--- config.mk ---
export PLATFORM = sky130hd
export DESIGN_NAME = ffirp_count_store
export DESIGN_NICKNAME = d
export VERILOG_FILES = /design/src/design/first_fit_interval_row_packer_defines.svh /design/src/design/ffirp_pkg.sv /design/src/design/ffirp_count_store.sv
export SDC_FILE = /design/constraint.sdc
export NUM_CORES = 1
export LEC_CHECK = 0
export CAP_MARGIN = 20
export CORE_MARGIN = 2
export CORE_UTILIZATION = 45
export CTS_BUF_LIST = sky130_fd_sc_hd__clkbuf_16
export CTS_CLUSTER_DIAMETER = 50
export DETAILED_ROUTE_END_ITERATION = 16
export DONT_BUFFER_PORTS = 1
export PLACE_DENSITY = 0.66
export SETUP_SLACK_MARGIN = 0.4
export SYNTH_ARGS = -nofsm -noshare
export SYNTH_HDL_FRONTEND = slang
export SYNTH_SLANG_ARGS = --single-unit
--- constraint.sdc ---
create_clock -name clk -period 1.51 [get_ports clk]
set_input_delay 0.2265 -clock clk [delete_from_list [all_inputs] [get_ports clk]]
set_output_delay 0.2265 -clock clk [all_outputs]
set_load 0.005 [all_outputs]
--- src/design/first_fit_interval_row_packer_defines.svh ---
// assertion macros shared by the row packer rtl
// needs clk and rst_n in the scope where a macro is used
`ifndef FIRST_FIT_INTERVAL_ROW_PACKER_DEFINES_SVH
`define FIRST_FIT_INTERVAL_ROW_PACKER_DEFINES_SVH

// same-cycle implication
`define FFIRP_ASSERT_IMPL(label, ante, cons, msg) \
    label: assert property (@(posedge clk) disable iff (!rst_n) (ante) |-> (cons)) \
        else $error(msg);

// next-cycle implication
`define FFIRP_ASSERT_NEXT(label, ante, cons, msg) \
    label: assert property (@(posedge clk) disable iff (!rst_n) (ante) |=> (cons)) \
        else $error(msg);

`endif

--- src/design/ffirp_pkg.sv ---
// shared types and fixed field widths of the interval row packer
// no dependencies
package ffirp_pkg;

    localparam int CHROM_FIELD_W = 5;
    localparam int POS_W         = 31;
    localparam int ROW_FIELD_W   = 6;
    localparam int COUNT_FIELD_W = 7;

    typedef enum logic [4:0] {
        S_IDLE   = 5'b00001,
        S_COUNT  = 5'b00010,
        S_LOAD   = 5'b00100,
        S_SCAN   = 5'b01000,
        S_FINISH = 5'b10000
    } seq_state_t;

    typedef struct packed {
        logic clear_all;
        logic wr_en;
    } count_ctl_t;

endpackage

--- src/design/ffirp_count_store.sv ---
// per-chromosome row count store with one valid bit per entry
// uses ffirp_pkg::count_ctl_t; an entry that is not valid reads as zero
module ffirp_count_store #(
    parameter int DEPTH  = 32,
    parameter int DATA_W = 7
) (
    input  logic                                clk,
    input  logic                                rst_n,
    input  ffirp_pkg::count_ctl_t               ctl,
    input  logic [(DEPTH > 1 ? $clog2(DEPTH) : 1)-1:0] wr_addr,
    input  logic [DATA_W-1:0]                   wr_data,
    input  logic [(DEPTH > 1 ? $clog2(DEPTH) : 1)-1:0] rd_addr,
    output logic [DATA_W-1:0]                   rd_data
);

    logic [DATA_W-1:0] mem [DEPTH];
    logic [DEPTH-1:0]  valid_reg;
    logic              rd_valid_reg;
    logic [DATA_W-1:0] rd_data_reg;

    always_ff @(posedge clk or negedge rst_n)
    begin
        if (!rst_n)
        begin
            valid_reg    <= '0;
            rd_valid_reg <= 1'b0;
        end
        else
        begin
            rd_valid_reg <= valid_reg[rd_addr];
            if (ctl.clear_all)
            begin
                valid_reg <= '0;
            end
            else if (ctl.wr_en)
            begin
                valid_reg[wr_addr] <= 1'b1;
            end
        end
    end

    always_ff @(posedge clk)
    begin
        if (ctl.wr_en)
        begin
            mem[wr_addr] <= wr_data;
        end
        rd_data_reg <= mem[rd_addr];
    end

    assign rd_data = rd_valid_reg ? rd_data_reg : '0;

endmodule

# Yosys cells after proc, flatten, opt, wreduce, memory -nomap -nowiden

Memories as Yosys holds them, arrays and structs flattened. A register that Yosys moved wholly into a read port is not among the register bits.
Cells that the tools add are included.

Order comparisons: 3
Mux-type cells: 9
Bitwise operators: 1
Reductions and logical operators: 2

Operator list:

| cell                                                        | count |
|---|---|
| 2-to-1 mux 32 bit                                           | 2 |
| OR 32 bit                                                   | 1 |
| less-than comparator 5 x 6 -> 1 bit (second input constant) | 2 |
| 2-to-1 mux 7 bit                                            | 1 |
| binary-select mux 1 bit (select 5 bit)                      | 1 |
| demux 1 bit (select 5 bit)                                  | 1 |
| >= comparator 5 x 1 -> 1 bit (second input constant)        | 1 |
| 2-to-1 mux 1 bit                                            | 4 |
| nonzero test 2 bit                                          | 1 |
| logical AND 1 bit                                           | 1 |

Register bits after elaboration: 33
Memory bits (writable): 224
Bits of input ports: 21
Output and inout bits: 7
Logic and storage cells: 18
Memories kept: 1

Memories:

| memory | depth | width | read ports | clocked after Yosys merged registers in | wr ports | line                    | RTL |
|---|---|---|---|---|---|---|---|
| mem    | 32    | 7     | 1          | 1                                       | 1        | ffirp_count_store.sv:16 | `logic [DATA_W-1:0] mem [DEPTH];` |

# Longest topological paths before layout

Depth in word-level cells: 7
Depth in mapped cells: 5
Depth with buffers taken out: 3

# Worst setup path before layout

No wires, ideal clock.

Path kind: input port to flip-flop
From: input port rd_addr[2] (netlist bit)
To: register rd_valid_reg
Setup time: 0.125 ns
Arrival time: 1.910 ns
Data required time: 1.385 ns
Path slack: -0.524 ns
Stages on the path: 5
Buffers on the path: 2
Path through: clkbuf_1 -> clkbuf_1 -> mux4_2 -> mux4_2 -> mux2_2

Longest elaborated chain between the ends: 2

Ends and longest elaborated chain:

| element                                | line                    | RTL |
|---|---|---|
| start: declaration                     | ffirp_count_store.sv:12 | `input logic [(DEPTH > 1 ? $clog2(DEPTH) : 1)-1:0] rd_addr,` |
| binary-select mux 1 bit (select 5 bit) | ffirp_count_store.sv:30 | `rd_valid_reg <= valid_reg[rd_addr];` |
| 2-to-1 mux 1 bit (not written as such) | ffirp_count_store.sv:30 |  |
| end signal: assignment                 | ffirp_count_store.sv:30 |  |
| end: declaration                       | ffirp_count_store.sv:18 | `logic rd_valid_reg;` |

No other way between the ends. The select of a mux whose other input is x is not followed.
A chain may end at the register's enable or synchronous reset.

==> flow_metrics.py <==
metrics = {
    "placed_design": {
        "gp_congestion": 0.772,
        "io_buffer_count": 0,
        "placed_cells": 771,
        "place_area_um2": 10900,
        "place_hpwl_um": 12800,
    },
    "clock_network": {
        "cts_made_buffers": 28,
        "clock_latency_ns": 0.52,
        "cts_max_level": 1,
        "cts_hold_buffers": 17,
        "cts.clk_slew.worst_paths_ns": 0.06,
        "clock_path_buffers": 3,
        "cts-root-buf": "clkbuf_16",
        "cts_sinks": 264,
        "cts_setup_buffers": 0,
        "cts_tree": "yes",
    },
    "global_route": {
        "grtUsageMet2_pct": 30.3,
        "grt_pass1_wl_um": 32900,
        "grt_max_degree": 65,
        "top_usage_layer": "met2",
        "first_global_vias": 5228,
        "track_usage_pct": 18.3,
        "grt_antenna_before_repair": 0,
        "overflow": 0,
        "grtUsageMet1_pct": 26.0,
        "grt_use_met3_pct": 2.64,
    },
    "timing": {
        "fmax_mhz": 543,
        "hold_ws_ns": -0.142,
        "setup_ws_ns": -0.331,
        "fin_crit_sh_pct": 122,
        "drv_slew": 0,
        "hold_viol": 8,
        "rsz0062_at_grt": "true",
        "skew_ns": 0.00502,
        "worst_slew_pin_slew_ns": 1.09,
        "setup_viol": 8,
        "period_needed_ns": 1.84,
        "maxSlewHeadroom_pct": 27.6,
    },
    "hold_path": {
        "min_from": "rd_addr[3]",
        "hold_class": "in -> reg",
    },
    "power": {
        "switching_share_pct": 19.9,
        "p_per_area_nw_per_um2": 1260,
        "power_mw": 15.2,
        "p_sw_mw": 3.02,
        "internal_power_mw": 12.2,
        "power_frac_seq_pct": 53.0,
        "power.leakage_nw": 3.96,
        "ir_worst_vdd_v": 0.000816,
        "p_comb_share_pct": 4.7,
        "pwr-share-clk_pct": 42.3,
    },
    "floorplan": {
        "core_um2": 22600,
        "start_util_pct": 45.8,
        "io_pins": 28,
        "die-area_um2": 24200,
        "die_x_um": 156,
        "rows": 55,
        "fp.dieH_um": 156,
    },
    "logic_synthesis": {
        "synth-main-ff-cell": "edfxtp_1",
        "synth_area_leaders": "edfxtp_1, mux4_2, dfrtp_1, nor2_1, a21oi_1",
        "ys_seq_area_share_pct": 74.3,
        "synth_edf_count": 224,
        "syn_area_per_cell_um2": 20.2,
        "synth_nets": 533,
        "synthesis.instances": 512,
        "synth.top_cell.area_share_pct": 64.9,
        "yosys_register_bits": 264,
        "async_flop_share_pct": 12.5,
        "ys_types": 22,
        "syn-cell-area_um2": 10400,
        "synthTopCellsByCount": "edfxtp_1, mux4_2, nor2_1",
        "yosysMostFrequentCell": "edfxtp_1",
        "synth_top_area_cell": "edfxtp_1",
        "ys.warnings.count": 0,
    },
    "worst_setup_path": {
        "cp_data_arrival_time_ns": 2.25,
        "crit_path_end_kind": "flop",
        "required_ns": 1.92,
        "cp_max_fo": 1,
        "slowest_stage": "mux4_2",
        "crit_path_max_incr_delay_ns": 0.54,
        "r2r_start": "mem[21][2]$_DFFE_PP_",
        "path_delay_family": "multiplexers",
        "path_common_cell": "mux4_2",
        "crit_type": "reg -> reg",
        "r2r_setup_slack_ns": -0.33,
        "worst_setup_path_start_kind": "flop",
        "critical_path_buf_inv_count": 0,
        "crit_path_start": "mem[21][2]$_DFFE_PP_",
        "crit_chain": "mux4_2 -> mux4_2 -> mux2_4",
    },
    "final_layout": {
        "fill_cells": 1694,
        "area_growth_syn_to_layout_pct": 16.8,
        "final_util_pct": 53.4,
        "post-route-cell-area_um2": 12100,
        "antennaDiodeCount": 0,
        "largest_reg_flops": 224,
        "layout-drive-gt1-share_pct": 34.5,
        "fin_nets": 556,
        "stdcell_count": 841,
    },
    "route": {
        "firstDrtPassIters": 4,
        "ant_nets": 0,
        "vias": 4934,
        "wirelength_um": 21400,
        "drc": 0,
        "via_per_inst": 5.87,
        "drt_iter0_drc": 352,
        "wl_per_cell_um": 25.4,
    },
    "run_status": {
        "violations": "hold timing, setup timing",
        "status": "finished, violations left",
    },
    "flow_run": {
        "drv_cap": 0,
    },
}
[cell type report]
class,instances,area [um2],area share [%]
Sequential cell,264,7690,63.6
Multi-Input combinational cell,216,2850,23.6
Clock buffer,29,726,6.00
Tap cell,285,357,2.95
Timing Repair Buffer,25,320,2.65
Clock inverter,22,150,1.24
[worst register-to-register path, stage by stage, from the launching register on]
cell and delay (ns):
edfxtp_1 0.37, mux4_2 0.53, mux4_2 0.54, mux2_4 0.29
[metal layers]
layer / share of wire [%] / up-vias
li1: - / 2119
met1: 44 / 2645
met2: 50 / 142
met3: 4.9 / 28
met4: 1.6 / 0
met5: 0 / -
[per-stage QoR]
stage | setup TNS, ns | setup WS [ns] | hold slack, ns
after CTS | -2.25 | -0.329 | -0.159
after global routing | -2.45 | -0.351 | -0.157
after global placement | -2.01 | -0.290 | -0.0682
after floorplan | -15.84 | -0.319 | -0.0691
final | -2.22 | -0.331 | -0.142
after detailed placement | -2.16 | -0.322 | -0.0682
[what timing repair did]
item,in CTS,in global routing
resized for setup,11,7
cloned,0,0
hold endpoints to repair,297,8
endpoints found under the setup margin,15,47
pin swaps,0,0
[final timing paths]
kind,endpoint,depth (start not counted)
setup / recovery,rd_data_reg[2]$_DFF_P_,3
hold / removal,rd_data_reg[4]$_DFF_P_,1
setup reg to reg,rd_data_reg[2]$_DFF_P_,3
hold reg to reg,valid_reg[12]$_DFFE_PN0P_,2
max in group asynchronous,rd_valid_reg$_DFF_PN0_,2
min in group asynchronous,valid_reg[6]$_DFFE_PN0P_,2
[power groups by stage]
stage / Combinational [mW] / Clock [mW] / Sequential, mW
global route: 0.751 / 6.82 / 8.07
detailed placement: 0.501 / 0 / 8.22
floorplan: 0.588 / 0 / 8.19
CTS: 0.698 / 6.53 / 8.07
finish: 0.709 / 6.43 / 8.06
global placement: 0.496 / 0 / 8.21
[cell families after synthesis]
group	share of synthesized area (%)
AND/OR/NAND/NOR	4.47
multiplexers	18.3
AO/OA/AOI/OAI	1.55
buffers and inverters	1.46
flip-flops	74.3
[layout by cell type (no fill, tap or decap), types with 5 or more instances in the layout]
master	n
dfxtp_1	7
a21oi_1	32
edfxtp_1	224
mux4_2	80
mux2_4	5
dlygate4sd3_1	10
and3b_1	5
nor2_4	32
clkbuf_16	29
and2_4	7
nor2_1	32
dfrtp_1	32
buf_12	6
inv_1	10
buf_4	6
nand3b_1	5
No activity file was read; power rests on OpenSTA's default activity.
